[src/rtl/cpts_pkg.sv]
// ----------------------------------------------------------------------------
// cpts_pkg
// Types and constants of the counter priority thread scheduler.
// ----------------------------------------------------------------------------
`default_nettype none

package cpts_pkg;

  localparam int CfgW     = 6;
  localparam int CfgIdxW  = 1;
  localparam int NewPrioW = 6;

  localparam logic [CfgW-1:0] DefaultPrioReset = 6'd20;
  localparam logic [CfgW-1:0] MaxPrioReset     = 6'd40;

  localparam logic [CfgIdxW-1:0] CfgIdxDefaultPrio = 1'b0;
  localparam logic [CfgIdxW-1:0] CfgIdxMaxPrio     = 1'b1;

  typedef enum logic [1:0] {
    OP_TICK     = 2'd0,
    OP_CREATE   = 2'd1,
    OP_KILL     = 2'd2,
    OP_SET_PRIO = 2'd3
  } opcode_e;

  typedef enum logic [1:0] {
    ST_OK      = 2'd0,
    ST_FULL    = 2'd1,
    ST_BAD_ARG = 2'd2,
    ST_FATAL   = 2'd3
  } status_e;

  typedef enum logic [1:0] {
    ALU_CMP    = 2'd0,
    ALU_RECALC = 2'd1,
    ALU_DEC    = 2'd2
  } alu_op_e;

  typedef struct packed {
    logic prio;
    logic cnt;
    logic succ;
    logic use_set;
    logic use_clr;
  } tbl_we_t;

endpackage

`default_nettype wire

[src/rtl/cpts_if.sv]
// ----------------------------------------------------------------------------
// cpts_if
// Valid/ready channels of the scheduler: request, response and configuration.
// ----------------------------------------------------------------------------
`default_nettype none

interface cpts_in_if #(
  parameter int SLOT_W = 4
) ();
  logic                          valid;
  logic                          ready;
  logic [1:0]                    opcode;
  logic                          user_mode;
  logic [SLOT_W-1:0]             slot;
  logic [cpts_pkg::NewPrioW-1:0] new_priority;

  modport source (output valid, output opcode, output user_mode, output slot,
                  output new_priority, input ready);
  modport sink (input valid, input opcode, input user_mode, input slot,
                input new_priority, output ready);
endinterface

interface cpts_out_if #(
  parameter int SLOT_W = 4
) ();
  logic              valid;
  logic              ready;
  logic [1:0]        status;
  logic [SLOT_W-1:0] chosen_slot;
  logic              switched;
  logic              counter_negative;

  modport source (output valid, output status, output chosen_slot, output switched,
                  output counter_negative, input ready);
  modport sink (input valid, input status, input chosen_slot, input switched,
                input counter_negative, output ready);
endinterface

interface cpts_cfg_if ();
  logic                         valid;
  logic                         ready;
  logic [cpts_pkg::CfgIdxW-1:0] index;
  logic [cpts_pkg::CfgW-1:0]    data;

  modport source (output valid, output index, output data, input ready);
  modport sink (input valid, input index, input data, output ready);
endinterface

`default_nettype wire

[src/rtl/counter_priority_thread_scheduler.sv]
// ----------------------------------------------------------------------------
// counter_priority_thread_scheduler
// Thread table with a circular run ring and a counter/priority tick scheduler.
//
// Channels: in_if_i carries one operation (tick, create, kill, set priority),
// out_if_o returns exactly one result per operation, cfg_if_i writes the
// default and maximum priority registers and is always ready.
// One operation is in flight at a time; in_if_i.ready is high only while idle.
// Set priority, kernel tick, a rejected kill and a kill of slot 0 finish
// without a walk; a kill walks the ring to the victim's predecessor; a
// create scans for the first free slot and then links the thread; a user
// tick walks the ring once, and once more when all counters are recomputed.
// The rate is set by the ring walk through the table memory, one node per
// cycle, with the shared counter unit doing the compare or the recompute.
// Reset empties the table and the ring, makes slot 0 current and restores
// the configuration registers to 20 and 40.
// A stalled receiver holds the result in the output register; one more
// operation is taken and runs, then the block waits in its final state, not
// ready, until the output register is free.
// ----------------------------------------------------------------------------
`default_nettype none

module counter_priority_thread_scheduler #(
  parameter int THREAD_SLOTS  = 16,
  parameter int PRIORITY_BITS = 6
) (
  input  logic         clk_i,
  input  logic         rst_ni,
  cpts_in_if.sink      in_if_i,
  cpts_out_if.source   out_if_o,
  cpts_cfg_if.sink     cfg_if_i
);

  localparam int SlotW = $clog2(THREAD_SLOTS);
  localparam int NW    = $clog2(THREAD_SLOTS + 1);
  localparam int CntW  = PRIORITY_BITS + 2;

  localparam logic [SlotW:0]   SlotCnt  = (SlotW + 1)'(THREAD_SLOTS);
  localparam logic [SlotW-1:0] SlotLast = SlotW'(THREAD_SLOTS - 1);
  localparam logic [NW-1:0]    StepMax  = NW'(THREAD_SLOTS);
  localparam logic [NW-1:0]    StepLast = NW'(THREAD_SLOTS - 1);

  typedef enum logic [9:0] {
    S_IDLE     = 10'b0000000001,
    S_WALK1    = 10'b0000000010,
    S_WALK2    = 10'b0000000100,
    S_TICK_FIN = 10'b0000001000,
    S_CR_SCAN  = 10'b0000010000,
    S_CR_LINK  = 10'b0000100000,
    S_CR_LINK2 = 10'b0001000000,
    S_KL_CAP   = 10'b0010000000,
    S_KL_WALK  = 10'b0100000000,
    S_DONE     = 10'b1000000000
  } state_e;

  state_e state_q, state_d;

  logic [SlotW-1:0]          cur_q, cur_d, ins_q, ins_d;
  logic [SlotW-1:0]          t_q, t_d, next_q, next_d, s_q, s_d, succ_s_q, succ_s_d;
  logic [NW-1:0]             n_q, n_d;
  logic signed [CntW-1:0]    best_q, best_d;
  logic [cpts_pkg::CfgW-1:0] dprio_q, mprio_q;

  cpts_pkg::status_e res_status_q, res_status_d, out_status_q, out_status_d;
  logic [SlotW-1:0]  res_chosen_q, res_chosen_d, out_chosen_q, out_chosen_d;
  logic              res_sw_q, res_sw_d, out_sw_q, out_sw_d;
  logic              res_neg_q, res_neg_d, out_neg_q, out_neg_d;
  logic              out_valid_q, out_valid_d;

  cpts_pkg::tbl_we_t         we;
  logic [SlotW-1:0]          wa, ra, wsucc;
  logic [PRIORITY_BITS-1:0]  wprio;
  logic signed [CntW-1:0]    wcnt;
  logic [PRIORITY_BITS-1:0]  rd_prio;
  logic signed [CntW-1:0]    rd_cnt;
  logic [SlotW-1:0]          rd_succ;
  logic [THREAD_SLOTS-1:0]   use_vec;

  cpts_pkg::alu_op_e         alu_op;
  logic signed [CntW-1:0]    alu_res;
  logic                      alu_gt;

  logic [SlotW-1:0]             in_slot;
  logic                         slot_ok, walk_stop, take;
  logic [PRIORITY_BITS-1:0]     dprio;

  assign in_slot   = in_if_i.slot;
  assign slot_ok   = {1'b0, in_slot} < SlotCnt;
  assign walk_stop = (n_q == StepMax) || (rd_succ == '0);
  assign take      = (n_q != '0) && use_vec[t_q] && alu_gt;
  assign dprio     = PRIORITY_BITS'(dprio_q);

  assign in_if_i.ready  = state_q == S_IDLE;
  assign cfg_if_i.ready = 1'b1;

  assign out_if_o.valid            = out_valid_q;
  assign out_if_o.status           = out_status_q;
  assign out_if_o.chosen_slot      = out_chosen_q;
  assign out_if_o.switched         = out_sw_q;
  assign out_if_o.counter_negative = out_neg_q;

  cpts_table #(
    .THREAD_SLOTS  (THREAD_SLOTS),
    .PRIORITY_BITS (PRIORITY_BITS)
  ) u_cpts_table (
    .clk_i     (clk_i),
    .rst_ni    (rst_ni),
    .we_i      (we),
    .wr_addr_i (wa),
    .wr_prio_i (wprio),
    .wr_cnt_i  (wcnt),
    .wr_succ_i (wsucc),
    .rd_addr_i (ra),
    .rd_prio_o (rd_prio),
    .rd_cnt_o  (rd_cnt),
    .rd_succ_o (rd_succ),
    .use_o     (use_vec)
  );

  cpts_alu #(
    .PRIORITY_BITS (PRIORITY_BITS)
  ) u_cpts_alu (
    .op_i   (alu_op),
    .cnt_i  (rd_cnt),
    .best_i (best_q),
    .prio_i (rd_prio),
    .res_o  (alu_res),
    .gt_o   (alu_gt)
  );

  always_comb begin
    state_d      = state_q;
    cur_d        = cur_q;
    ins_d        = ins_q;
    t_d          = t_q;
    n_d          = n_q;
    best_d       = best_q;
    next_d       = next_q;
    s_d          = s_q;
    succ_s_d     = succ_s_q;
    res_status_d = res_status_q;
    res_chosen_d = res_chosen_q;
    res_sw_d     = res_sw_q;
    res_neg_d    = res_neg_q;
    out_status_d = out_status_q;
    out_chosen_d = out_chosen_q;
    out_sw_d     = out_sw_q;
    out_neg_d    = out_neg_q;
    out_valid_d  = out_valid_q && !out_if_o.ready;
    we           = '0;
    wa           = '0;
    ra           = '0;
    wprio        = '0;
    wcnt         = '0;
    wsucc        = '0;
    alu_op       = cpts_pkg::ALU_CMP;

    case (state_q)
      S_IDLE: begin
        if (in_if_i.valid) begin
          res_status_d = cpts_pkg::ST_OK;
          res_chosen_d = '0;
          res_sw_d     = 1'b0;
          res_neg_d    = 1'b0;
          state_d      = S_DONE;
          case (cpts_pkg::opcode_e'(in_if_i.opcode))
            cpts_pkg::OP_TICK: begin
              if (in_if_i.user_mode) begin
                ra      = '0;
                t_d     = '0;
                n_d     = '0;
                best_d  = '1;
                next_d  = '0;
                state_d = S_WALK1;
              end
            end
            cpts_pkg::OP_CREATE: begin
              t_d     = '0;
              state_d = S_CR_SCAN;
            end
            cpts_pkg::OP_KILL: begin
              if (!(slot_ok && use_vec[in_slot])) begin
                res_status_d = cpts_pkg::ST_BAD_ARG;
              end else begin
                we.use_clr = 1'b1;
                wa         = in_slot;
                if (in_slot != '0) begin
                  ra      = in_slot;
                  s_d     = in_slot;
                  state_d = S_KL_CAP;
                end
              end
            end
            cpts_pkg::OP_SET_PRIO: begin
              if (!slot_ok || (in_if_i.new_priority > mprio_q)) begin
                res_status_d = cpts_pkg::ST_BAD_ARG;
              end else begin
                we.prio = 1'b1;
                wa      = in_slot;
                wprio   = PRIORITY_BITS'(in_if_i.new_priority);
              end
            end
            default: begin
              res_status_d = cpts_pkg::ST_OK;
            end
          endcase
        end
      end

      S_WALK1: begin
        alu_op = cpts_pkg::ALU_CMP;
        if (take) begin
          best_d = rd_cnt;
          next_d = t_q;
        end
        if (!walk_stop) begin
          ra  = rd_succ;
          t_d = rd_succ;
          n_d = n_q + NW'(1);
        end else if (best_d == '0) begin
          ra      = '0;
          t_d     = '0;
          n_d     = '0;
          state_d = S_WALK2;
        end else begin
          ra      = next_d;
          state_d = S_TICK_FIN;
        end
      end

      S_WALK2: begin
        alu_op = cpts_pkg::ALU_RECALC;
        if (n_q != '0) begin
          we.cnt = 1'b1;
          wa     = t_q;
          wcnt   = alu_res;
        end
        if (!walk_stop) begin
          ra  = rd_succ;
          t_d = rd_succ;
          n_d = n_q + NW'(1);
        end else begin
          ra      = next_q;
          state_d = S_TICK_FIN;
        end
      end

      S_TICK_FIN: begin
        alu_op       = cpts_pkg::ALU_DEC;
        res_chosen_d = next_q;
        if (next_q != '0) begin
          we.cnt    = 1'b1;
          wa        = next_q;
          wcnt      = alu_res;
          res_neg_d = alu_res[CntW-1];
        end
        if (next_q == cur_q) begin
          if (!use_vec[cur_q]) begin
            res_status_d = cpts_pkg::ST_FATAL;
          end
        end else begin
          cur_d    = next_q;
          res_sw_d = 1'b1;
        end
        state_d = S_DONE;
      end

      S_CR_SCAN: begin
        if (!use_vec[t_q]) begin
          we.prio      = 1'b1;
          we.cnt       = 1'b1;
          we.use_set   = 1'b1;
          wa           = t_q;
          wprio        = dprio;
          wcnt         = $signed({{(CntW - PRIORITY_BITS){1'b0}}, dprio});
          cur_d        = t_q;
          res_chosen_d = t_q;
          if (t_q != '0) begin
            ra      = ins_q;
            state_d = S_CR_LINK;
          end else begin
            state_d = S_DONE;
          end
        end else if (t_q == SlotLast) begin
          res_status_d = cpts_pkg::ST_FULL;
          state_d      = S_DONE;
        end else begin
          t_d = t_q + SlotW'(1);
        end
      end

      S_CR_LINK: begin
        we.succ = 1'b1;
        wa      = t_q;
        wsucc   = rd_succ;
        state_d = S_CR_LINK2;
      end

      S_CR_LINK2: begin
        we.succ = 1'b1;
        wa      = ins_q;
        wsucc   = t_q;
        ins_d   = t_q;
        state_d = S_DONE;
      end

      S_KL_CAP: begin
        succ_s_d = rd_succ;
        ra       = '0;
        t_d      = '0;
        n_d      = '0;
        state_d  = S_KL_WALK;
      end

      S_KL_WALK: begin
        if (rd_succ == s_q) begin
          we.succ = 1'b1;
          wa      = t_q;
          wsucc   = succ_s_q;
          ins_d   = succ_s_q;
          state_d = S_DONE;
        end else if (n_q == StepLast) begin
          state_d = S_DONE;
        end else begin
          ra  = rd_succ;
          t_d = rd_succ;
          n_d = n_q + NW'(1);
        end
      end

      S_DONE: begin
        if (!out_valid_q || out_if_o.ready) begin
          out_valid_d  = 1'b1;
          out_status_d = res_status_q;
          out_chosen_d = res_chosen_q;
          out_sw_d     = res_sw_q;
          out_neg_d    = res_neg_q;
          state_d      = S_IDLE;
        end
      end

      default: begin
        state_d = S_IDLE;
      end
    endcase
  end

  always_ff @(posedge clk_i or negedge rst_ni) begin
    if (!rst_ni) begin
      state_q     <= S_IDLE;
      cur_q       <= '0;
      ins_q       <= '0;
      out_valid_q <= 1'b0;
      dprio_q     <= cpts_pkg::DefaultPrioReset;
      mprio_q     <= cpts_pkg::MaxPrioReset;
    end else begin
      state_q     <= state_d;
      cur_q       <= cur_d;
      ins_q       <= ins_d;
      out_valid_q <= out_valid_d;
      if (cfg_if_i.valid) begin
        case (cfg_if_i.index)
          cpts_pkg::CfgIdxDefaultPrio: begin
            dprio_q <= cfg_if_i.data;
          end
          cpts_pkg::CfgIdxMaxPrio: begin
            mprio_q <= cfg_if_i.data;
          end
          default: begin
            mprio_q <= mprio_q;
          end
        endcase
      end
    end
  end

  always_ff @(posedge clk_i) begin
    t_q          <= t_d;
    n_q          <= n_d;
    best_q       <= best_d;
    next_q       <= next_d;
    s_q          <= s_d;
    succ_s_q     <= succ_s_d;
    res_status_q <= res_status_d;
    res_chosen_q <= res_chosen_d;
    res_sw_q     <= res_sw_d;
    res_neg_q    <= res_neg_d;
    out_status_q <= out_status_d;
    out_chosen_q <= out_chosen_d;
    out_sw_q     <= out_sw_d;
    out_neg_q    <= out_neg_d;
  end

endmodule

`default_nettype wire

[src/rtl/cpts_alu.sv]
// ----------------------------------------------------------------------------
// cpts_alu
// Shared counter unit: compare against best, recompute, saturating decrement.
// ----------------------------------------------------------------------------
`default_nettype none

module cpts_alu #(
  parameter int PRIORITY_BITS = 6,
  localparam int CntW = PRIORITY_BITS + 2
) (
  input  cpts_pkg::alu_op_e         op_i,
  input  logic signed [CntW-1:0]    cnt_i,
  input  logic signed [CntW-1:0]    best_i,
  input  logic [PRIORITY_BITS-1:0]  prio_i,
  output logic signed [CntW-1:0]    res_o,
  output logic                      gt_o
);

  logic signed [CntW:0] ext;
  logic signed [CntW:0] wide;

  assign ext  = $signed({cnt_i[CntW-1], cnt_i});
  assign gt_o = cnt_i > best_i;

  always_comb begin
    case (op_i)
      cpts_pkg::ALU_RECALC: begin
        wide = (ext >>> 1) + $signed({{(CntW + 1 - PRIORITY_BITS){1'b0}}, prio_i});
      end
      cpts_pkg::ALU_DEC: begin
        wide = ext + $signed({(CntW + 1){1'b1}});
      end
      default: begin
        wide = ext;
      end
    endcase
  end

  // saturate to the counter range
  always_comb begin
    if (wide[CntW] != wide[CntW-1]) begin
      res_o = wide[CntW] ? {1'b1, {(CntW - 1){1'b0}}} : {1'b0, {(CntW - 1){1'b1}}};
    end else begin
      res_o = wide[CntW-1:0];
    end
  end

endmodule

`default_nettype wire

[src/rtl/cpts_table.sv]
// ----------------------------------------------------------------------------
// cpts_table
// Thread table: priority, counter and ring successor memories with valid bits,
// plus the in-use flags.
// ----------------------------------------------------------------------------
`default_nettype none

module cpts_table #(
  parameter int THREAD_SLOTS  = 16,
  parameter int PRIORITY_BITS = 6,
  localparam int SlotW = $clog2(THREAD_SLOTS),
  localparam int CntW  = PRIORITY_BITS + 2
) (
  input  logic                      clk_i,
  input  logic                      rst_ni,
  input  cpts_pkg::tbl_we_t         we_i,
  input  logic [SlotW-1:0]          wr_addr_i,
  input  logic [PRIORITY_BITS-1:0]  wr_prio_i,
  input  logic signed [CntW-1:0]    wr_cnt_i,
  input  logic [SlotW-1:0]          wr_succ_i,
  input  logic [SlotW-1:0]          rd_addr_i,
  output logic [PRIORITY_BITS-1:0]  rd_prio_o,
  output logic signed [CntW-1:0]    rd_cnt_o,
  output logic [SlotW-1:0]          rd_succ_o,
  output logic [THREAD_SLOTS-1:0]   use_o
);

  logic [PRIORITY_BITS-1:0] prio_mem [THREAD_SLOTS];
  logic [CntW-1:0]          cnt_mem  [THREAD_SLOTS];
  logic [SlotW-1:0]         succ_mem [THREAD_SLOTS];

  logic [THREAD_SLOTS-1:0]  prio_vld_q, cnt_vld_q, succ_vld_q, use_q;
  logic [PRIORITY_BITS-1:0] prio_rd_q;
  logic [CntW-1:0]          cnt_rd_q;
  logic [SlotW-1:0]         succ_rd_q;
  logic                     prio_rv_q, cnt_rv_q, succ_rv_q;
  logic                     hit;

  assign hit = wr_addr_i == rd_addr_i;

  // write-first read ports
  always_ff @(posedge clk_i) begin
    if (we_i.prio) begin
      prio_mem[wr_addr_i] <= wr_prio_i;
    end
    if (we_i.cnt) begin
      cnt_mem[wr_addr_i] <= wr_cnt_i;
    end
    if (we_i.succ) begin
      succ_mem[wr_addr_i] <= wr_succ_i;
    end
    prio_rd_q <= (we_i.prio && hit) ? wr_prio_i : prio_mem[rd_addr_i];
    cnt_rd_q  <= (we_i.cnt && hit) ? wr_cnt_i : cnt_mem[rd_addr_i];
    succ_rd_q <= (we_i.succ && hit) ? wr_succ_i : succ_mem[rd_addr_i];
  end

  always_ff @(posedge clk_i or negedge rst_ni) begin
    if (!rst_ni) begin
      prio_vld_q <= '0;
      cnt_vld_q  <= '0;
      succ_vld_q <= '0;
      use_q      <= '0;
      prio_rv_q  <= 1'b0;
      cnt_rv_q   <= 1'b0;
      succ_rv_q  <= 1'b0;
    end else begin
      if (we_i.prio) begin
        prio_vld_q[wr_addr_i] <= 1'b1;
      end
      if (we_i.cnt) begin
        cnt_vld_q[wr_addr_i] <= 1'b1;
      end
      if (we_i.succ) begin
        succ_vld_q[wr_addr_i] <= 1'b1;
      end
      if (we_i.use_set) begin
        use_q[wr_addr_i] <= 1'b1;
      end else if (we_i.use_clr) begin
        use_q[wr_addr_i] <= 1'b0;
      end
      prio_rv_q <= (we_i.prio && hit) || prio_vld_q[rd_addr_i];
      cnt_rv_q  <= (we_i.cnt && hit) || cnt_vld_q[rd_addr_i];
      succ_rv_q <= (we_i.succ && hit) || succ_vld_q[rd_addr_i];
    end
  end

  assign rd_prio_o = prio_rv_q ? prio_rd_q : '0;
  assign rd_cnt_o  = cnt_rv_q ? cnt_rd_q : '0;
  assign rd_succ_o = succ_rv_q ? succ_rd_q : '0;
  assign use_o     = use_q;

endmodule

`default_nettype wire

[src/flat_wrapper.sv]
// flat-port wrapper written by rule: the top's interface ports become plain ports
module counter_priority_thread_scheduler_flat 
#(
  parameter int THREAD_SLOTS  = 16,
  parameter int PRIORITY_BITS = 6
)
  (clk_i, rst_ni, in_if_i_valid, in_if_i_opcode, in_if_i_user_mode, in_if_i_slot, in_if_i_new_priority, in_if_i_ready, out_if_o_valid, out_if_o_status, out_if_o_chosen_slot, out_if_o_switched, out_if_o_counter_negative, out_if_o_ready, cfg_if_i_valid, cfg_if_i_index, cfg_if_i_data, cfg_if_i_ready);
  cpts_in_if #(.SLOT_W(4)) in_if_i_i ();
  cpts_out_if #(.SLOT_W(4)) out_if_o_i ();
  cpts_cfg_if cfg_if_i_i ();
  input  logic clk_i;
  input  logic rst_ni;
  input wire logic [$bits(in_if_i_i.valid)-1:0] in_if_i_valid;
  input wire logic [$bits(in_if_i_i.opcode)-1:0] in_if_i_opcode;
  input wire logic [$bits(in_if_i_i.user_mode)-1:0] in_if_i_user_mode;
  input wire logic [$bits(in_if_i_i.slot)-1:0] in_if_i_slot;
  input wire logic [$bits(in_if_i_i.new_priority)-1:0] in_if_i_new_priority;
  output wire logic [$bits(in_if_i_i.ready)-1:0] in_if_i_ready;
  output wire logic [$bits(out_if_o_i.valid)-1:0] out_if_o_valid;
  output wire logic [$bits(out_if_o_i.status)-1:0] out_if_o_status;
  output wire logic [$bits(out_if_o_i.chosen_slot)-1:0] out_if_o_chosen_slot;
  output wire logic [$bits(out_if_o_i.switched)-1:0] out_if_o_switched;
  output wire logic [$bits(out_if_o_i.counter_negative)-1:0] out_if_o_counter_negative;
  input wire logic [$bits(out_if_o_i.ready)-1:0] out_if_o_ready;
  input wire logic [$bits(cfg_if_i_i.valid)-1:0] cfg_if_i_valid;
  input wire logic [$bits(cfg_if_i_i.index)-1:0] cfg_if_i_index;
  input wire logic [$bits(cfg_if_i_i.data)-1:0] cfg_if_i_data;
  output wire logic [$bits(cfg_if_i_i.ready)-1:0] cfg_if_i_ready;
  assign in_if_i_i.valid = in_if_i_valid;
  assign in_if_i_i.opcode = in_if_i_opcode;
  assign in_if_i_i.user_mode = in_if_i_user_mode;
  assign in_if_i_i.slot = in_if_i_slot;
  assign in_if_i_i.new_priority = in_if_i_new_priority;
  assign in_if_i_ready = in_if_i_i.ready;
  assign out_if_o_valid = out_if_o_i.valid;
  assign out_if_o_status = out_if_o_i.status;
  assign out_if_o_chosen_slot = out_if_o_i.chosen_slot;
  assign out_if_o_switched = out_if_o_i.switched;
  assign out_if_o_counter_negative = out_if_o_i.counter_negative;
  assign out_if_o_i.ready = out_if_o_ready;
  assign cfg_if_i_i.valid = cfg_if_i_valid;
  assign cfg_if_i_i.index = cfg_if_i_index;
  assign cfg_if_i_i.data = cfg_if_i_data;
  assign cfg_if_i_ready = cfg_if_i_i.ready;
  counter_priority_thread_scheduler #(.THREAD_SLOTS(THREAD_SLOTS), .PRIORITY_BITS(PRIORITY_BITS)) u_core (.clk_i(clk_i), .rst_ni(rst_ni), .in_if_i(in_if_i_i), .out_if_o(out_if_o_i), .cfg_if_i(cfg_if_i_i));
endmodule
[config.mk]
export PLATFORM = sky130hd
export DESIGN_NAME = counter_priority_thread_scheduler_flat
export DESIGN_NICKNAME = d
export VERILOG_FILES = /design/src/rtl/cpts_pkg.sv /design/src/rtl/cpts_if.sv /design/src/rtl/counter_priority_thread_scheduler.sv /design/src/rtl/cpts_alu.sv /design/src/rtl/cpts_table.sv /design/src/flat_wrapper.sv
export SDC_FILE = /design/constraint.sdc
export NUM_CORES = 1
export LEC_CHECK = 0
export ABC_AREA = 1
export BUFFER_PORTS_ARGS = -buffer_cell sky130_fd_sc_hd__clkbuf_2
export CELL_PAD_IN_SITES_DETAIL_PLACEMENT = 1
export CELL_PAD_IN_SITES_GLOBAL_PLACEMENT = 1
export CORE_ASPECT_RATIO = 0.9
export CORE_MARGIN = 2
export CORE_UTILIZATION = 49
export DETAILED_ROUTE_END_ITERATION = 12
export PLACE_DENSITY_LB_ADDON = 0.1
export SLEW_MARGIN = 20
export SYNTH_ARGS = -nofsm -noshare
export SYNTH_HDL_FRONTEND = slang
export SYNTH_HIERARCHICAL = 1
export SYNTH_SLANG_ARGS = --single-unit
[constraint.sdc]
create_clock -name clk_i -period 5.6 [get_ports clk_i]
set_input_delay 0.84 -clock clk_i [delete_from_list [all_inputs] [get_ports clk_i]]
set_output_delay 0.84 -clock clk_i [all_outputs]
set_load 0.05 [all_outputs]
## Word-level counts from Yosys, hierarchy flattened

Memory sizes are Yosys's and may differ from the RTL's. A register that Yosys moved wholly into a read port is not among the register bits.
Cells that the tools add are included.
Widths: inputs -> output; s select.

- Flip-flop bits (word level): 143
- Memory bits (writable): 288
- Input bits: 25
- Output and inout port bits: 11
- Word-level logic and storage cells: 284
- Memories: 3

Memories:

| name | depth | bits a word | rd ports | clocked after memory_dff | wr ports | RTL line | text |
|---|---|---|---|---|---|---|---|
| u_core.u_cpts_table.cnt_mem | 16 | 8 | 1 | 1 | 1 | cpts_table.sv:29 | `logic [CntW-1:0] cnt_mem [THREAD_SLOTS];` |
| u_core.u_cpts_table.prio_mem | 16 | 6 | 1 | 1 | 1 | cpts_table.sv:28 | `logic [PRIORITY_BITS-1:0] prio_mem [THREAD_SLOTS];` |
| u_core.u_cpts_table.succ_mem | 16 | 4 | 1 | 1 | 1 | cpts_table.sv:30 | `logic [SlotW-1:0] succ_mem [THREAD_SLOTS];` |

- Add/sub/neg operators: 4
- Magnitude comparators: 8
- Equal/unequal tests: 45
- Mux-type cells: 145
- Bitwise gates (word level): 7
- Reduce and logical (&&, ||, !) cells: 45

Operators by type and width:

| operator | number |
|---|---|
| $mux 4 | 37 |
| $mux 10 | 12 |
| $pmux 10 s9 | 1 |
| $mux 8 | 10 |
| $or 16x16->16 | 4 |
| $mux 5 | 8 |
| $pmux 4 s2 | 5 |
| $mux 6 | 6 |
| $mux 16 | 2 |
| $mux 1 | 30 |
| $pmux 10 s3 | 1 |
| $pmux 4 s7 | 1 |
| $lt 4x5->1 const B | 5 |
| $pmux 5 s5 | 1 |
| $bmux 1 s4 | 6 |
| $pmux 4 s3 | 2 |
| $pmux 4 s6 | 1 |
| $pmux 8 s3 | 1 |
| $pmux 4 s5 | 1 |
| $ne 2x1->1 const B | 9 |
| $ne 2x2->1 const B | 9 |
| $pmux 9 s2 | 1 |
| $and 16x16->16 | 1 |
| $mux 2 | 8 |
| 54 further kinds | 92 |

## Depth between registers and ports, before layout

Gate-level depths: netlist (run 1).

- Depth in word-level cells: 14
- Gate-level depth with buffers: 36
- Depth with buffers taken out: 33

## Cells and area by module

The synthesis (run 1) kept the hierarchy.

Modules (own cells, without submodules):

| module | times used | cells an instance | area an instance (um^2) | sequential area each (um^2) |
|---|---|---|---|---|
| cpts_table | 1 | 1504 | 15298.4 | 10405.0 |
| counter_priority_thread_scheduler | 1 | 667 | 5044.8 | 2133.3 |
| cpts_alu | 1 | 177 | 977.2 | 0.0 |

## Worst setup path before layout (run 1)

Ideal clock, no wire load.

- Path kind: register to register
- Start point: reg (tool-made name)
- End point: reg u_core.u_cpts_table.cnt_rv_q
- Setup time: 0.124 ns
- Data arrival time: 3.928 ns
- Data required time: 5.476 ns
- Path slack: 1.548 ns
- Stages on the path, launching flop included: 34
- Buffers on the path: 6
- Clock period less this slack: 4.052 ns
- Cells stage by stage: dfxtp_1 -> buf_4 -> inv_2 -> buf_6 -> buf_6 -> nand2_1 -> nand3_1 -> nand3_1 -> nand3_1 -> a21oi_1 -> ha_1 -> nand2_1 -> o21ai_0 -> nand2_1 -> nand3_1 -> nand2_1 -> a21oi_1 -> nand2_1 -> clkinv_1 -> nand2_2 -> buf_6 -> nand2_2 -> nand2_2 -> nand2_1 -> nor2_2 -> a21oi_1 -> nand2_1 -> nand2_1 -> buf_2 -> buf_1 -> o211ai_1 -> nand3_1 -> nand3_1 -> nand3_1

RTL lines:

| element | RTL line | text |
|---|---|---|
| end signal, assigned | cpts_table.sv:82 | `cnt_rv_q <= (we_i.cnt && hit) \|\| cnt_vld_q[rd_addr_i];` |
| end, declared | cpts_table.sv:36 | `logic prio_rv_q, cnt_rv_q, succ_rv_q;` |

==> results of run 1 <==
logic make-up (layout without fill, tap and decap cells):
| logic type | after synthesis | in the layout |
|---|---|---|
| AOI/OAI and AO/OA | 256 | 256 |
| xor gates and xnor gates | 13 | 13 |
| adders and majority gates | 29 | 29 |
| buffers and inverters | 452 | 562 |
| DFF | 435 | 435 |
| muxes | 1 | 1 |
| other | 1 | 2 |
| and+or+nand+nor | 1161 | 1161 |
area by class of cell:
class                           count  share of cell area [%]
Multi-Input combinational cell   1461                   29.14
Inverter                          362                   5.692
Tap cell                          555                   2.898
Clock buffer                       74                   6.151
Antenna cell                        1                 0.01044
Clock inverter                     14                  0.3864
Sequential cell                   435                   52.35
Timing Repair Buffer              112                   3.373
power by group:
| group | internal, mW | total (mW) | switching [mW] |
|---|---|---|---|
| Clock | 1.85 | 3.16 | 1.31 |
| Combinational | 0.634 | 2.24 | 1.60 |
| Sequential | 3.72 | 3.91 | 0.193 |
worst reg2reg max path: cells and delay by family (launching register included):
| kind | cells | cell delay (ps) |
|---|---|---|
| compound gates | 7 | 930 |
| simple gates | 19 | 2170 |
| fa+ha+maj | 1 | 260 |
| flops | 1 | 470 |
| buf+inv | 5 | 1220 |
layer usage:
metal	GRT usage, %	wire length [um]	vias to the layer above	share of wire (%)
met3	6.062	5049	132	7.3
met5	1.398	102	-	0.15
met2	48.72	31950	554	46
met4	9.619	1859	4	2.7
met1	42.71	29950	8586	43
li1	-	-	7832	-
sequential cells by signal, indices dropped and copies added, names as in the netlist, 8 cells and up, named ones only:
name / flops
u_core/u_cpts_table/cnt_mem: 128
u_core/state_q: 10
u_core/best_q: 8
u_core/u_cpts_table/prio_vld_q: 16
u_core/u_cpts_table/succ_vld_q: 16
u_core/u_cpts_table/succ_mem: 64
u_core/u_cpts_table/prio_mem: 96
u_core/u_cpts_table/cnt_vld_q: 16
final timing paths:
kind,start,end,slack (ps),depth (start not counted)
worst max register to register,register,u_core/u_cpts_table/succ_rv_q,450,32
min in group clk_i,u_core/res_chosen_q[2],u_core/out_if_o.chosen_slot[2],420,0
worst min register to register,u_core/res_chosen_q[2],u_core/out_if_o.chosen_slot[2],420,0
worst max-delay path,register,u_core/u_cpts_table/succ_rv_q,450,32
worst min-delay path,rst_ni,u_core/state_q[6],340,1
max in group asynchronous,rst_ni,u_core/mprio_q[5],4160,2
cell usage in the layout (no fill, tap or decap), types with 22 or more instances in the layout:
master                        n
sky130_fd_sc_hd__nand2_1    650
sky130_fd_sc_hd__inv_1      349
sky130_fd_sc_hd__edfxtp_1   333
sky130_fd_sc_hd__nand3_1    269
sky130_fd_sc_hd__nor2_1     137
sky130_fd_sc_hd__o21ai_0    117
sky130_fd_sc_hd__dfrtp_1     93
sky130_fd_sc_hd__buf_4       76
sky130_fd_sc_hd__a21oi_1     68
sky130_fd_sc_hd__clkbuf_16   53
sky130_fd_sc_hd__clkbuf_2    33
sky130_fd_sc_hd__ha_1        28
sky130_fd_sc_hd__or2_2       24
sky130_fd_sc_hd__nand2_2     22
timing repair:
| action | in CTS | in global routing |
|---|---|---|
| hold endpoints to repair | 0 | 0 |
| resized for setup | 0 | 6 |
| setup endpoints to repair | 0 | 11 |
==> report_table.html, run 1 <==
<table>
<tr><th>Metric</th><th>Value</th></tr>
<tr><th colspan="2">Status</th></tr>
<tr><td>Outcome</td><td>completed</td></tr>
<tr><th colspan="2">Floorplanning</th></tr>
<tr><td>Y dimension of the die</td><td>about 200 um</td></tr>
<tr><td>Area inside the core boundary</td><td>approximately 0.043 mm2</td></tr>
<tr><td>Starting utilization of the core area</td><td>between 40 and 50%</td></tr>
<tr><td>Width of the die</td><td>around 220 um</td></tr>
<tr><td>Count of pins on the block boundary</td><td>36</td></tr>
<tr><td>Standard-cell rows</td><td>slightly above 70</td></tr>
<tr><td>Area of the die</td><td>~0.045 mm2</td></tr>
<tr><th colspan="2">Detailed routing</th></tr>
<tr><td>Via density per instance</td><td>5.676</td></tr>
<tr><td>Wirelength, routed</td><td>68.91 mm</td></tr>
<tr><td>DRC errors left</td><td>0</td></tr>
<tr><td>Wire per inst</td><td>22.86 um</td></tr>
<tr><td>Vias post-DR</td><td>17.11k</td></tr>
<tr><td>Count of antenna-violating nets left after detailed routing</td><td>0</td></tr>
<tr><td>First-pass DRT Iterations</td><td>6</td></tr>
<tr><td>Drt first-iter violations</td><td>~1.6k</td></tr>
<tr><th colspan="2">Worst setup path</th></tr>
<tr><td>Cell class contributing the biggest share of worst-path delay</td><td>simple AND/OR/NAND/NOR gates</td></tr>
<tr><td>Worst-path fanout max</td><td>36</td></tr>
<tr><td>Crit path max-delay cell type</td><td>sky130_fd_sc_hd__dfxtp_4</td></tr>
<tr><td>Count of buffer and inverter cells on the critical path</td><td>5</td></tr>
<tr><td>CP required</td><td>around 6100 ps</td></tr>
<tr><td>Data arrival at the endpoint of the critical path</td><td>approximately 5700 ps</td></tr>
<tr><td>Crit path launch type</td><td>register</td></tr>
<tr><td>Critical path capture point type</td><td>register</td></tr>
<tr><td>Type of the worst setup path</td><td>register to register</td></tr>
<tr><td>Longest individual stage delay on the worst path</td><td>roughly 470 ps</td></tr>
<tr><td>Cell occurring most often along the worst timing path</td><td>sky130_fd_sc_hd__nand2_1</td></tr>
<tr><th colspan="2">Global route</th></tr>
<tr><td>Global-route wire length before repair</td><td>approximately 100 mm</td></tr>
<tr><td>Antenna violations before repair</td><td>2</td></tr>
<tr><td>Vias in the first global route</td><td>approximately 18k</td></tr>
<tr><td>Overall Global Routing Usage</td><td>between 30% and 40%</td></tr>
<tr><td>Remaining global-route overflow</td><td>0</td></tr>
<tr><td>Pin count of the biggest net entering global routing</td><td>105</td></tr>
<tr><th colspan="2">CTS</th></tr>
<tr><td>Clock tree from TritonCTS</td><td>done</td></tr>
<tr><td>Buffer type at the clock tree root</td><td>sky130_fd_sc_hd__clkbuf_16</td></tr>
<tr><td>Maximum root-to-sink buffer count</td><td>3</td></tr>
<tr><td>Worst-path clk slew</td><td>around 60 ps</td></tr>
<tr><td>Number of buffers created by CTS</td><td>48</td></tr>
<tr><td>Hold_buf cts</td><td>0</td></tr>
<tr><td>H-tree Lvls</td><td>2</td></tr>
<tr><td>Clock latency reported for the late side of the worst-skew pair</td><td>between 500 and 600 ps</td></tr>
<tr><td>Number of sinks on the clock net</td><td>~440</td></tr>
<tr><td>Count of buffers added by post-CTS timing repair for setup</td><td>0</td></tr>
<tr><th colspan="2">Synthesis</th></tr>
<tr><td>Net count after synthesis</td><td>around 2.4k</td></tr>
<tr><td>Portion of synthesized cell area occupied by the leading cell type</td><td>~47%</td></tr>
<tr><td>Leading cell type by number of instances after synthesis</td><td>sky130_fd_sc_hd__nand2_1</td></tr>
<tr><td>Number of enable flip-flop cells after synthesis</td><td>333</td></tr>
<tr><td>Post-synthesis area per instance</td><td>9.080 um2</td></tr>
<tr><td>Compound-gate portion of the synthesized area</td><td>approximately 6.6%</td></tr>
<tr><td>Post-synth top cells</td><td>sky130_fd_sc_hd__nand2_1, sky130_fd_sc_hd__inv_1, sky130_fd_sc_hd__edfxtp_1</td></tr>
<tr><td>Share of the yosys chip area belonging to registers</td><td>around three fifths</td></tr>
<tr><td>Share of synthesized flip-flops with an asynchronous set or reset</td><td>roughly 23%</td></tr>
<tr><td>Cell area after technology mapping</td><td>~0.021 mm2</td></tr>
<tr><td>Syn. warnings</td><td>6</td></tr>
<tr><td>Cells after Synth</td><td>around 2.3k</td></tr>
<tr><td>Largest cells by area after synthesis</td><td>sky130_fd_sc_hd__edfxtp_1, sky130_fd_sc_hd__nand2_1, sky130_fd_sc_hd__dfrtp_1, sky130_fd_sc_hd__nand3_1, sky130_fd_sc_hd__inv_1</td></tr>
<tr><td>Post-synthesis sequential element count</td><td>approximately 440</td></tr>
<tr><td>Dominant combinational cell family by area after synthesis</td><td>simple AND/OR/NAND/NOR gates</td></tr>
<tr><td>Cell taking the most area after synthesis</td><td>sky130_fd_sc_hd__edfxtp_1</td></tr>
<tr><td>Xor-xnor portion of the synthesized cell area</td><td>less than 1%</td></tr>
<tr><td>Predominant post-synthesis flop cell</td><td>sky130_fd_sc_hd__edfxtp_1</td></tr>
<tr><td>Synth Area in Adders</td><td>1.737%</td></tr>
<tr><td>Count of distinct cell types in the synthesized netlist</td><td>55</td></tr>
<tr><td>Fraction of synthesized area in multiplexers</td><td>0.05282%</td></tr>
<tr><td>Share of synthesized cell area in and, or, nand and nor gates</td><td>23.63%</td></tr>
<tr><th colspan="2">Finish</th></tr>
<tr><td>Proportion of layout cells with a drive suffix above 1</td><td>a little over a tenth</td></tr>
<tr><td>Post-route design area</td><td>around 0.024 mm2</td></tr>
<tr><td>Number of standard cells in the final layout excluding fillers</td><td>3,014</td></tr>
<tr><td>Area overhead of the layout relative to synthesis</td><td>12.38%</td></tr>
<tr><td>Fillers</td><td>between 4k and 5k</td></tr>
<tr><td>Multi-input gate area</td><td>0.006982 mm2</td></tr>
<tr><td>Layout net count</td><td>about 2.5k</td></tr>
<tr><td>Final core occ</td><td>a little under three fifths</td></tr>
<tr><td>Sequential Area</td><td>approximately 0.013 mm2</td></tr>
<tr><th colspan="2">Placement</th></tr>
<tr><td>HPWL reported at the end of detailed placement</td><td>roughly 48 mm</td></tr>
<tr><td>Minimum setup slack after placement</td><td>approximately 150 ps</td></tr>
<tr><td>Cell Count Post-Placement</td><td>between 2k and 3k</td></tr>
<tr><td>Placed inst area</td><td>0.02234 mm2</td></tr>
<tr><td>Routability congestion estimate</td><td>0.9389</td></tr>
<tr><td>Number of buffers inserted by port buffering</td><td>34</td></tr>
<tr><th colspan="2">STA</th></tr>
<tr><td>Setup repair after global routing missed its margin</td><td>false</td></tr>
<tr><td>Final Worst Setup Slack</td><td>between 400 and 500 ps</td></tr>
<tr><td>Final clock skew</td><td>about 25 ps</td></tr>
<tr><td>F_max</td><td>just under 200 MHz</td></tr>
<tr><td>Number of failing hold endpoints at the final stage</td><td>0</td></tr>
<tr><td>Worst hold slack after final layout</td><td>roughly 340 ps</td></tr>
<tr><td>Summed negative setup slack over all endpoints</td><td>0 ps</td></tr>
<tr><td>Actual transition at the worst max-transition pin</td><td>approximately 1000 ps</td></tr>
<tr><td>Slew Viols, Final</td><td>0</td></tr>
<tr><td>Fraction of the cycle the final worst path needs</td><td>91.99%</td></tr>
<tr><td>Slew headroom</td><td>between 30% and 40%</td></tr>
<tr><td>Shortest period the worst path allows</td><td>5151 ps</td></tr>
<tr><td>Final setup violation count</td><td>0</td></tr>
<tr><th colspan="2">Power</th></tr>
<tr><td>Leak pwr</td><td>approximately 11 nW</td></tr>
<tr><td>PwrDens</td><td>between 300 and 400 mW/mm2</td></tr>
<tr><td>Peak VDD IR</td><td>around 290 uV</td></tr>
<tr><td>Total power after layout</td><td>9.303 mW</td></tr>
<tr><th colspan="2">Run</th></tr>
<tr><td>Max-cap violations</td><td>0</td></tr>
<tr><th colspan="2">Hold path</th></tr>
<tr><td>Min-delay worst type</td><td>input port to async pin</td></tr>
</table>
No activity file was read; power rests on OpenSTA's default activity.
==> run 2, diff against run 1 <==
--- a/config.mk
+++ b/config.mk
@@ -5,13 +5,12 @@
 export SDC_FILE = /design/constraint.sdc
 export NUM_CORES = 1
 export LEC_CHECK = 0
-export ABC_AREA = 1
 export BUFFER_PORTS_ARGS = -buffer_cell sky130_fd_sc_hd__clkbuf_2
 export CELL_PAD_IN_SITES_DETAIL_PLACEMENT = 1
 export CELL_PAD_IN_SITES_GLOBAL_PLACEMENT = 1
 export CORE_ASPECT_RATIO = 0.9
 export CORE_MARGIN = 2
-export CORE_UTILIZATION = 49
+export CORE_UTILIZATION = 54
 export DETAILED_ROUTE_END_ITERATION = 12
 export PLACE_DENSITY_LB_ADDON = 0.1
 export SLEW_MARGIN = 20
==> report_table.html, run 2 <==
<table>
<tr><th>Metric</th><th>Value</th></tr>
<tr><th colspan="2">Worst setup path</th></tr>
<tr><td>Longest individual stage delay on the worst path</td><td>550 ps (+80 ps)</td></tr>
<tr><td>Crit path max-delay cell type</td><td>sky130_fd_sc_hd__mux4_2</td></tr>
<tr><td>Ordered cell list for the critical path</td><td>buf_12, mux4_2, mux2i_1, a21oi_1, inv_1, ha_1, nand3_1, o211ai_1, a211o_1, o211ai_1, nand2_1, or3_1, and2_1, mux2_4, o221ai_2, buf_6, mux4_2, mux2_2, nand2_1, nand3_1</td></tr>
<tr><td>Worst-path fanout max</td><td>23 (-36%)</td></tr>
<tr><td>Type of the worst setup path</td><td>register to register</td></tr>
<tr><td>CP required</td><td>6060 ps (-50 ps)</td></tr>
<tr><td>Critical path capture point type</td><td>register</td></tr>
<tr><td>Data arrival at the endpoint of the critical path</td><td>5780 ps (+120 ps)</td></tr>
<tr><td>Crit path launch type</td><td>register</td></tr>
<tr><th colspan="2">CTS</th></tr>
<tr><td>Hold_buf cts</td><td>0 (unchanged)</td></tr>
<tr><td>Maximum root-to-sink buffer count</td><td>3 (unchanged)</td></tr>
<tr><td>Clock tree from TritonCTS</td><td>done</td></tr>
<tr><td>H-tree Lvls</td><td>2 (unchanged)</td></tr>
<tr><td>Number of sinks on the clock net</td><td>435 (unchanged)</td></tr>
<tr><td>Worst-path clk slew</td><td>60 ps (about the same)</td></tr>
<tr><td>Clock latency reported for the late side of the worst-skew pair</td><td>590 ps (about the same)</td></tr>
<tr><td>Buffer type at the clock tree root</td><td>sky130_fd_sc_hd__clkbuf_16</td></tr>
<tr><td>Number of buffers created by CTS</td><td>45 (-6.3%)</td></tr>
<tr><th colspan="2">Global route</th></tr>
<tr><td>Pin count of the biggest net entering global routing</td><td>73 (-30%)</td></tr>
<tr><td>Global-route wire length before repair</td><td>81.90 mm (-22%)</td></tr>
<tr><td>Vias in the first global route</td><td>12.92k (-27%)</td></tr>
<tr><td>Overall Global Routing Usage</td><td>28.23% (-2.5 points)</td></tr>
<tr><td>Remaining global-route overflow</td><td>0 (unchanged)</td></tr>
<tr><td>Antenna violations before repair</td><td>1 (-1)</td></tr>
<tr><th colspan="2">Floorplanning</th></tr>
<tr><td>Count of pins on the block boundary</td><td>36 (unchanged)</td></tr>
<tr><td>Area of the die</td><td>0.03876 mm2 (-14%)</td></tr>
<tr><td>Width of the die</td><td>207.3 um (-7.4%)</td></tr>
<tr><td>Starting utilization of the core area</td><td>54.33% (+4.7 points)</td></tr>
<tr><td>Standard-cell rows</td><td>67 (-6.9%)</td></tr>
<tr><td>Area inside the core boundary</td><td>0.03697 mm2 (-14%)</td></tr>
<tr><td>Y dimension of the die</td><td>187.0 um (-7.4%)</td></tr>
<tr><th colspan="2">Synthesis</th></tr>
<tr><td>Number of enable flip-flop cells after synthesis</td><td>333 (unchanged)</td></tr>
<tr><td>Share of synthesized cell area in and, or, nand and nor gates</td><td>10.99% (-13 points)</td></tr>
<tr><td>Fraction of synthesized area in multiplexers</td><td>14.64% (+15 points)</td></tr>
<tr><td>Largest cells by area after synthesis</td><td>sky130_fd_sc_hd__edfxtp_1, sky130_fd_sc_hd__dfrtp_1, sky130_fd_sc_hd__mux4_2, sky130_fd_sc_hd__mux2i_1, sky130_fd_sc_hd__nand2_1</td></tr>
<tr><td>Leading cell type by number of instances after synthesis</td><td>sky130_fd_sc_hd__edfxtp_1</td></tr>
<tr><td>Syn. warnings</td><td>6 (unchanged)</td></tr>
<tr><td>Synth Area in Adders</td><td>1.844% (+0.11 points)</td></tr>
<tr><td>Count of distinct cell types in the synthesized netlist</td><td>91 (+65%)</td></tr>
<tr><td>Portion of synthesized cell area occupied by the leading cell type</td><td>49.78% (+2.9 points)</td></tr>
<tr><td>Compound-gate portion of the synthesized area</td><td>6.484% (-0.12 points)</td></tr>
<tr><td>Post-synthesis sequential element count</td><td>435 (unchanged)</td></tr>
<tr><td>Share of synthesized flip-flops with an asynchronous set or reset</td><td>22.53% (unchanged)</td></tr>
<tr><td>Dominant combinational cell family by area after synthesis</td><td>multiplexers</td></tr>
<tr><td>Xor-xnor portion of the synthesized cell area</td><td>0.9593% (+0.43 points)</td></tr>
<tr><td>Cell area after technology mapping</td><td>0.02009 mm2 (-5.8%)</td></tr>
<tr><td>Predominant post-synthesis flop cell</td><td>sky130_fd_sc_hd__edfxtp_1</td></tr>
<tr><td>Share of the yosys chip area belonging to registers</td><td>62.42% (+3.6 points)</td></tr>
<tr><td>Post-synth top cells</td><td>sky130_fd_sc_hd__edfxtp_1, sky130_fd_sc_hd__nand2_1, sky130_fd_sc_hd__dfrtp_1</td></tr>
<tr><td>Cells after Synth</td><td>1,353 (-42%)</td></tr>
<tr><td>Cell taking the most area after synthesis</td><td>sky130_fd_sc_hd__edfxtp_1</td></tr>
<tr><td>Post-synthesis area per instance</td><td>14.85 um2 (+63%)</td></tr>
<tr><td>Net count after synthesis</td><td>1,407 (-41%)</td></tr>
<tr><th colspan="2">Power</th></tr>
<tr><td>Leak pwr</td><td>8.315 nW (-22%)</td></tr>
<tr><td>Peak VDD IR</td><td>276.4 uV (-3.9%)</td></tr>
<tr><td>PwrDens</td><td>390.3 mW/mm2 (+0.52%)</td></tr>
<tr><th colspan="2">STA</th></tr>
<tr><td>Worst hold slack after final layout</td><td>180.9 ps (-157.6 ps)</td></tr>
<tr><td>Setup repair after global routing missed its margin</td><td>false</td></tr>
<tr><td>Shortest period the worst path allows</td><td>5315 ps (+163.5 ps)</td></tr>
<tr><td>Slew headroom</td><td>37.83% (+5.4 points)</td></tr>
<tr><td>Slew Viols, Final</td><td>0 (unchanged)</td></tr>
<tr><td>Summed negative setup slack over all endpoints</td><td>0 ps (unchanged)</td></tr>
<tr><td>F_max</td><td>188.2 MHz (-3.1%)</td></tr>
<tr><td>Fraction of the cycle the final worst path needs</td><td>94.91% (+2.9 points)</td></tr>
<tr><td>Number of failing hold endpoints at the final stage</td><td>0 (unchanged)</td></tr>
<tr><td>Final setup violation count</td><td>0 (unchanged)</td></tr>
<tr><td>Final clock skew</td><td>18.39 ps (-6.690 ps)</td></tr>
<tr><td>Actual transition at the worst max-transition pin</td><td>932.6 ps (-81.53 ps)</td></tr>
<tr><th colspan="2">Detailed routing</th></tr>
<tr><td>Count of antenna-violating nets left after detailed routing</td><td>0 (unchanged)</td></tr>
<tr><td>Via density per instance</td><td>6.294 (+11%)</td></tr>
<tr><td>First-pass DRT Iterations</td><td>5 (-1)</td></tr>
<tr><td>Vias post-DR</td><td>12.22k (-29%)</td></tr>
<tr><td>Drt first-iter violations</td><td>1,155 (-27%)</td></tr>
<tr><td>DRC errors left</td><td>0 (unchanged)</td></tr>
<tr><td>Wirelength, routed</td><td>53.67 mm (-22%)</td></tr>
<tr><td>Wire per inst</td><td>27.63 um (+21%)</td></tr>
<tr><th colspan="2">Finish</th></tr>
<tr><td>Number of standard cells in the final layout excluding fillers</td><td>1,942 (-36%)</td></tr>
<tr><td>Commonest cells after routing, fill and taps aside</td><td>sky130_fd_sc_hd__edfxtp_1, sky130_fd_sc_hd__nand2_1, sky130_fd_sc_hd__dfrtp_1, sky130_fd_sc_hd__mux4_2, sky130_fd_sc_hd__mux2i_1</td></tr>
<tr><td>Fillers</td><td>3,420 (-30%)</td></tr>
<tr><td>Most common cell after layout, fill and taps aside</td><td>sky130_fd_sc_hd__edfxtp_1</td></tr>
<tr><td>Layout net count</td><td>1,476 (-40%)</td></tr>
<tr><td>Largest regs</td><td>u_core/u_cpts_table/cnt_mem x128, u_core/u_cpts_table/prio_mem x96, u_core/u_cpts_table/succ_mem x64</td></tr>
<tr><td>Max reg flops</td><td>128 (unchanged)</td></tr>
<tr><td>Register with the most flip-flops</td><td>u_core/u_cpts_table/cnt_mem</td></tr>
<tr><td>Proportion of layout cells with a drive suffix above 1</td><td>20.71% (+9.8 points)</td></tr>
<tr><td>Area overhead of the layout relative to synthesis</td><td>11.44%</td></tr>
<tr><th colspan="2">Status</th></tr>
<tr><td>Outcome</td><td>completed</td></tr>
<tr><th colspan="2">Placement</th></tr>
<tr><td>Routability congestion estimate</td><td>0.8985 (-4.3%)</td></tr>
<tr><td>Cell Count Post-Placement</td><td>1,854 (-37%)</td></tr>
<tr><td>HPWL reported at the end of detailed placement</td><td>37.57 mm (-21%)</td></tr>
<tr><td>Number of buffers inserted by port buffering</td><td>34 (unchanged)</td></tr>
<tr><th colspan="2">Hold path</th></tr>
<tr><td>Min-delay worst type</td><td>input port to async pin</td></tr>
<tr><th colspan="2">Run</th></tr>
<tr><td>Max-cap violations</td><td>0 (unchanged)</td></tr>
</table>
==> run 2: cell count changes after synthesis, sizes merged, moves of 43 or more <==
cell | previous run | this run
nand3 | 274 | 18
o21ai | 135 | 22
nor2 | 147 | 44
mux2i | 0 | 68
inv | 358 | 34
and2 | 2 | 59
nand2 | 675 | 119
mux4 | 0 | 87
a21oi | 70 | 27
==> run 2: layer usage <==
metal | GRT usage, % | up-vias | part of all wire (%)
met5 | 0 | - | 0
met4 | 8.159 | 0 | 2.4
met3 | 4.919 | 90 | 5.9
met2 | 44.45 | 363 | 47
met1 | 40.88 | 6410 | 44
li1 | - | 5360 | -
==> run 2: report_power, final <==
part	internal, mW	switching (mW)
registers	3.72	0.241
clock network	1.69	1.27
logic	0.710	1.09
==> run 2: critical path, delay by kind of cell, from the launching register on <==
family | cells | cell delay (ps)
muxes | 5 | 1860
and+or+nand+nor | 6 | 960
adders and majority gates | 1 | 270
AOI/OAI and AO/OA | 5 | 900
buffers and inverters | 3 | 710
DFF | 1 | 450
==> run 2: final timing paths <==
check / end / startpoint / slack, ps / cells past startpoint
max: u_core/u_cpts_table/prio_rv_q / register / 290 / 20
min: u_core/state_q[1] / rst_ni / 180 / 1
max reg2reg: u_core/u_cpts_table/prio_rv_q / register / 290 / 20
min reg2reg: u_core/out_if_o.switched / u_core/res_sw_q / 420 / 0
max in group asynchronous: async pin / rst_ni / 4120 / 2
min in group clk_i: u_core/out_if_o.switched / u_core/res_sw_q / 420 / 0
==> run 2: cell type report <==
type / count / area (um2) / area share [%]
diodes: 1 / 2.502 / 0.01118
multi-input cells: 815 / 7037 / 31.44
clock inverters: 30 / 269.0 / 1.202
well taps: 483 / 604.3 / 2.700
clock buffers: 53 / 1176 / 5.254
repair buffers: 91 / 620.6 / 2.772
flip-flops and latches: 435 / 12550 / 56.05
inverters: 34 / 127.6 / 0.5701
==> run 2: cells by family after synthesis <==
family                     count (synthesis)
DFF                                      435
and+or+nand+nor                          409
muxes                                    179
AOI/OAI and AO/OA                        175
buffers and inverters                    103
adders and majority gates                 29
xor gates and xnor gates                  22
other                                      1
==> run 2: per-stage QoR <==
stage	instance area [um2]	power (mW)	worst slack (ps)	util, %
3_3_place_gp	20900	5.748	353.3	56.53
2_1_floorplan	20090	5.175	677.9	-
6_report	22380	8.736	285.3	60.55
5_1_grt	22380	9.080	2.851	60.54
4_1_cts	22340	8.762	163.7	60.44
3_5_place_dp	20900	5.793	214.0	56.53
==> run 2: timing repair <==
| action | CTS | global route |
|---|---|---|
| endpoints found under the hold margin | 0 | 0 |
| setup endpoints to repair | 0 | 43 |
| resized for setup | 0 | 2 |
| buffers inserted | 0 | 4 |
==> run 3, diff against run 2 <==
--- a/config.mk
+++ b/config.mk
@@ -10,11 +10,10 @@
 export CELL_PAD_IN_SITES_GLOBAL_PLACEMENT = 1
 export CORE_ASPECT_RATIO = 0.9
 export CORE_MARGIN = 2
-export CORE_UTILIZATION = 54
+export CORE_UTILIZATION = 53
 export DETAILED_ROUTE_END_ITERATION = 12
 export PLACE_DENSITY_LB_ADDON = 0.1
 export SLEW_MARGIN = 20
 export SYNTH_ARGS = -nofsm -noshare
 export SYNTH_HDL_FRONTEND = slang
-export SYNTH_HIERARCHICAL = 1
 export SYNTH_SLANG_ARGS = --single-unit
==> report_table.html, run 3 <==
<table>
<tr><th>Metric</th><th>Value</th></tr>
<tr><th colspan="2">Global route</th></tr>
<tr><td>Overall Global Routing Usage</td><td>29.45% (+1.2 points)</td></tr>
<tr><td>Pin count of the biggest net entering global routing</td><td>54 (-26%)</td></tr>
<tr><td>Remaining global-route overflow</td><td>0 (unchanged)</td></tr>
<tr><td>Vias in the first global route</td><td>13.45k (+4.1%)</td></tr>
<tr><td>Antenna violations before repair</td><td>0 (-1)</td></tr>
<tr><td>Global-route wire length before repair</td><td>86.14 mm (+5.2%)</td></tr>
<tr><th colspan="2">STA</th></tr>
<tr><td>F_max</td><td>191.9 MHz (+2.0%)</td></tr>
<tr><td>Slew Viols, Final</td><td>0 (unchanged)</td></tr>
<tr><td>Final Worst Setup Slack</td><td>390.3 ps (+105.0 ps)</td></tr>
<tr><td>Final setup violation count</td><td>0 (unchanged)</td></tr>
<tr><td>Worst hold slack after final layout</td><td>258.1 ps (+77.23 ps)</td></tr>
<tr><td>Shortest period the worst path allows</td><td>5210 ps (-105.0 ps)</td></tr>
<tr><td>Setup repair after global routing missed its margin</td><td>false</td></tr>
<tr><td>Actual transition at the worst max-transition pin</td><td>1204 ps (+271.0 ps)</td></tr>
<tr><td>Final clock skew</td><td>22.26 ps (+3.870 ps)</td></tr>
<tr><td>Number of failing hold endpoints at the final stage</td><td>0 (unchanged)</td></tr>
<tr><td>Summed negative setup slack over all endpoints</td><td>0 ps (unchanged)</td></tr>
<tr><td>Slew headroom</td><td>19.08% (-19 points)</td></tr>
<tr><td>Fraction of the cycle the final worst path needs</td><td>93.03% (-1.9 points)</td></tr>
<tr><th colspan="2">Finish</th></tr>
<tr><td>Area overhead of the layout relative to synthesis</td><td>11.74%</td></tr>
<tr><td>Layout net count</td><td>1,606 (+8.8%)</td></tr>
<tr><td>Most common cell after layout, fill and taps aside</td><td>sky130_fd_sc_hd__edfxtp_1</td></tr>
<tr><td>Register with the most flip-flops</td><td>u_core.u_cpts_table.cnt_mem</td></tr>
<tr><td>Max reg flops</td><td>128 (unchanged)</td></tr>
<tr><td>Commonest cells after routing, fill and taps aside</td><td>sky130_fd_sc_hd__edfxtp_1, sky130_fd_sc_hd__nand2_1, sky130_fd_sc_hd__mux2i_1, sky130_fd_sc_hd__dfrtp_1, sky130_fd_sc_hd__nor2_1</td></tr>
<tr><td>Largest regs</td><td>u_core.u_cpts_table.cnt_mem x128, u_core.u_cpts_table.prio_mem x96, u_core.u_cpts_table.succ_mem x64</td></tr>
<tr><td>Proportion of layout cells with a drive suffix above 1</td><td>21.70% (+0.99 points)</td></tr>
<tr><td>Final core occ</td><td>59.69% (-0.86 points)</td></tr>
<tr><td>Ant diodes</td><td>0 (-1)</td></tr>
<tr><th colspan="2">CTS</th></tr>
<tr><td>Number of sinks on the clock net</td><td>435 (unchanged)</td></tr>
<tr><td>Number of buffers created by CTS</td><td>45 (unchanged)</td></tr>
<tr><td>Clock tree from TritonCTS</td><td>done</td></tr>
<tr><td>Buffer type at the clock tree root</td><td>sky130_fd_sc_hd__clkbuf_16</td></tr>
<tr><td>Worst-path clk slew</td><td>70 ps (about the same)</td></tr>
<tr><td>Clock latency reported for the late side of the worst-skew pair</td><td>600 ps (about the same)</td></tr>
<tr><td>H-tree Lvls</td><td>2 (unchanged)</td></tr>
<tr><td>Maximum root-to-sink buffer count</td><td>3 (unchanged)</td></tr>
<tr><td>Hold_buf cts</td><td>0 (unchanged)</td></tr>
<tr><td>Count of buffers added by post-CTS timing repair for setup</td><td>0 (unchanged)</td></tr>
<tr><td>Post-cts resize count</td><td>0 (unchanged)</td></tr>
<tr><th colspan="2">Synthesis</th></tr>
<tr><td>Predominant post-synthesis flop cell</td><td>sky130_fd_sc_hd__edfxtp_1</td></tr>
<tr><td>Share of the yosys chip area belonging to registers</td><td>61.58% (-0.84 points)</td></tr>
<tr><td>Cells after Synth</td><td>1,463 (+8.1%)</td></tr>
<tr><td>Leading cell type by number of instances after synthesis</td><td>sky130_fd_sc_hd__edfxtp_1</td></tr>
<tr><td>Net count after synthesis</td><td>1,518 (+7.9%)</td></tr>
<tr><td>Number of enable flip-flop cells after synthesis</td><td>333 (unchanged)</td></tr>
<tr><td>Largest cells by area after synthesis</td><td>sky130_fd_sc_hd__edfxtp_1, sky130_fd_sc_hd__dfrtp_1, sky130_fd_sc_hd__mux4_2, sky130_fd_sc_hd__mux2i_1, sky130_fd_sc_hd__nand2_1</td></tr>
<tr><td>Syn. warnings</td><td>0 (-6)</td></tr>
<tr><td>Portion of synthesized cell area occupied by the leading cell type</td><td>49.11% (-0.67 points)</td></tr>
<tr><td>Post-synthesis area per instance</td><td>13.92 um2 (-6.3%)</td></tr>
<tr><td>Count of distinct cell types in the synthesized netlist</td><td>106 (+16%)</td></tr>
<tr><td>Share of synthesized flip-flops with an asynchronous set or reset</td><td>22.53% (unchanged)</td></tr>
<tr><td>Cell area after technology mapping</td><td>0.02036 mm2 (+1.4%)</td></tr>
<tr><td>Post-synthesis sequential element count</td><td>435 (unchanged)</td></tr>
<tr><td>Post-synth top cells</td><td>sky130_fd_sc_hd__edfxtp_1, sky130_fd_sc_hd__nand2_1, sky130_fd_sc_hd__mux2i_1</td></tr>
<tr><td>Cell taking the most area after synthesis</td><td>sky130_fd_sc_hd__edfxtp_1</td></tr>
<tr><th colspan="2">Power</th></tr>
<tr><td>Leak pwr</td><td>8.284 nW (-0.38%)</td></tr>
<tr><td>Clock Power Share</td><td>34.8% (+0.8 points)</td></tr>
<tr><td>Peak VDD IR</td><td>273.4 uV (-1.1%)</td></tr>
<tr><td>Switch share</td><td>29.80% (-0.059 points)</td></tr>
<tr><td>Reg power frac</td><td>46.5% (+1.1 points)</td></tr>
<tr><td>Internal power consumption</td><td>5.861 mW (-4.3%)</td></tr>
<tr><td>PwrDens</td><td>367.0 mW/mm2 (-6.0%)</td></tr>
<tr><td>Comb pwr share</td><td>18.6% (-2.0 points)</td></tr>
<tr><td>Switching power</td><td>2.488 mW (-4.6%)</td></tr>
<tr><th colspan="2">Placement</th></tr>
<tr><td>Routability congestion estimate</td><td>0.8992 (about the same)</td></tr>
<tr><td>Number of buffers inserted by port buffering</td><td>34 (unchanged)</td></tr>
<tr><td>HPWL reported at the end of detailed placement</td><td>39.88 mm (+6.2%)</td></tr>
<tr><td>Minimum setup slack after placement</td><td>295.3 ps (+81.32 ps)</td></tr>
<tr><th colspan="2">Floorplanning</th></tr>
<tr><td>Width of the die</td><td>210.6 um (+1.6%)</td></tr>
<tr><td>Starting utilization of the core area</td><td>53.42% (-0.91 points)</td></tr>
<tr><td>Area of the die</td><td>0.04001 mm2 (+3.2%)</td></tr>
<tr><td>Y dimension of the die</td><td>190.0 um (+1.6%)</td></tr>
<tr><td>Standard-cell rows</td><td>68 (+1.5%)</td></tr>
<tr><td>Count of pins on the block boundary</td><td>36 (unchanged)</td></tr>
<tr><td>Area inside the core boundary</td><td>0.03812 mm2 (+3.1%)</td></tr>
<tr><th colspan="2">Run</th></tr>
<tr><td>Max-cap violations</td><td>0 (unchanged)</td></tr>
<tr><th colspan="2">Detailed routing</th></tr>
<tr><td>DRC errors left</td><td>0 (unchanged)</td></tr>
<tr><td>Wire per inst</td><td>27.43 um (-0.74%)</td></tr>
<tr><td>Via density per instance</td><td>6.241 (-0.84%)</td></tr>
<tr><td>Count of antenna-violating nets left after detailed routing</td><td>0 (unchanged)</td></tr>
<tr><td>First-pass DRT Iterations</td><td>8 (+3)</td></tr>
<tr><td>Vias post-DR</td><td>12.95k (+5.9%)</td></tr>
<tr><td>Wirelength, routed</td><td>56.92 mm (+6.1%)</td></tr>
<tr><td>Drt first-iter violations</td><td>1,277 (+11%)</td></tr>
<tr><th colspan="2">Worst setup path</th></tr>
<tr><td>CP required</td><td>6140 ps (+80 ps)</td></tr>
<tr><td>Critical path capture point type</td><td>register</td></tr>
<tr><td>Worst-path fanout max</td><td>13 (-43%)</td></tr>
<tr><td>Type of the worst setup path</td><td>register to register</td></tr>
<tr><td>Count of cells along the worst register-to-register path</td><td>20 (unchanged)</td></tr>
<tr><td>Crit path launch type</td><td>register</td></tr>
<tr><td>Data arrival at the endpoint of the critical path</td><td>5750 ps (-30 ps)</td></tr>
<tr><th colspan="2">Status</th></tr>
<tr><td>Outcome</td><td>completed</td></tr>
<tr><th colspan="2">Hold path</th></tr>
<tr><td>Min-delay worst type</td><td>input port to async pin</td></tr>
</table>
[run 3: changes by cell type in the layout (fill, tap and decap cells not counted), moves of 11 or more]
cell	change
sky130_fd_sc_hd__and2_1	-42
sky130_fd_sc_hd__o21ai_0	+44
sky130_fd_sc_hd__a22oi_1	+24
sky130_fd_sc_hd__nor2_2	+26
sky130_fd_sc_hd__a21oi_1	+11
sky130_fd_sc_hd__inv_1	+20
sky130_fd_sc_hd__nor2_1	+39
sky130_fd_sc_hd__mux2i_1	+39
sky130_fd_sc_hd__nor3_1	-12
sky130_fd_sc_hd__mux4_2	-28
sky130_fd_sc_hd__buf_4	+16
sky130_fd_sc_hd__a22o_1	-26
sky130_fd_sc_hd__nand2b_1	-11
[run 3: power groups by stage]
stage | Clock [mW] | Sequential (mW) | Combinational (mW)
final | 2.91 | 3.89 | 1.56
after floorplan | 0 | 3.85 | 1.08
after detailed placement | 0 | 3.94 | 1.52
after global routing | 3.07 | 3.90 | 1.68
after global placement | 0 | 3.94 | 1.48
after CTS | 2.96 | 3.88 | 1.53
[run 3: cell type report]
cell class / count / area (um2)
Timing Repair Buffer: 106 / 738.2
Clock buffer: 57 / 1201
Clock inverter: 24 / 219.0
Fill cell: 3681 / 15360
Inverter: 55 / 206.4
Multi-Input combinational cell: 908 / 7231
Sequential cell: 435 / 12540
Tap cell: 490 / 613.1
[run 3: critical path, cell delays in order (launching register included)]
cell	delay (ps)
sky130_fd_sc_hd__dfxtp_2	620
sky130_fd_sc_hd__mux4_2	570
sky130_fd_sc_hd__mux2_2	280
sky130_fd_sc_hd__nand3_1	160
sky130_fd_sc_hd__o21a_1	300
sky130_fd_sc_hd__inv_1	110
sky130_fd_sc_hd__ha_1	290
sky130_fd_sc_hd__nand4_1	100
sky130_fd_sc_hd__o22ai_1	90
sky130_fd_sc_hd__nor2_1	160
sky130_fd_sc_hd__o211ai_2	170
sky130_fd_sc_hd__nor4b_4	320
sky130_fd_sc_hd__nand2_1	140
sky130_fd_sc_hd__a22oi_1	340
sky130_fd_sc_hd__nand3_2	160
sky130_fd_sc_hd__nand2_2	340
sky130_fd_sc_hd__buf_4	250
sky130_fd_sc_hd__mux2i_1	90
sky130_fd_sc_hd__mux2_2	270
sky130_fd_sc_hd__o211ai_1	270
sky130_fd_sc_hd__a21o_1	120
[run 3: path summary, 6_finish.rpt]
path / start / slack, ps / to
worst max-delay path: register / 390 / u_core.u_cpts_table.prio_rv_q
worst min-delay path: rst_ni / 260 / u_core.state_q[6]
worst max register to register: register / 390 / u_core.u_cpts_table.prio_rv_q
worst min register to register: u_core.res_status_q[1] / 420 / u_core.out_if_o.status[1]
max in group asynchronous: rst_ni / 4160 / u_core.u_cpts_table.cnt_vld_q[12]
min in group clk_i: u_core.res_status_q[1] / 420 / u_core.out_if_o.status[1]
[run 3: stage by stage]
step / instances / cell area [um2] / power [mW]
after global placement: 1994 / 21330 / 5.419
after global routing: 2075 / 22750 / 8.653
final: 2075 / 22750 / 8.350
after CTS: 2075 / 22750 / 8.368
after floorplan: 1463 / 20360 / 4.929
after detailed placement: 1994 / 21330 / 5.464
[run 3: cell families (layout without fill, tap and decap cells)]
logic type	Yosys count	after routing	share of synthesized area, %
xor+xnor	15	15	0.6452
compound gates	261	261	9.186
simple gates	415	415	11.10
fa+ha+maj	30	30	1.880
mux	186	186	12.67
flops	435	435	61.58
buf+inv	120	242	2.925
other cells	1	1	0.01842
[run 3: per-layer routing]
| layer | vias up | global-route usage (%) | wire [um] | part of all wire, % |
|---|---|---|---|---|
| met5 | - | 0 | 0 | 0 |
| met2 | 449 | 46.76 | 26640 | 47 |
| met1 | 6676 | 42.00 | 25170 | 44 |
| met3 | 77 | 6.454 | 3989 | 7.0 |
| li1 | 5748 | - | - | - |
| met4 | 0 | 6.744 | 1117 | 2.0 |
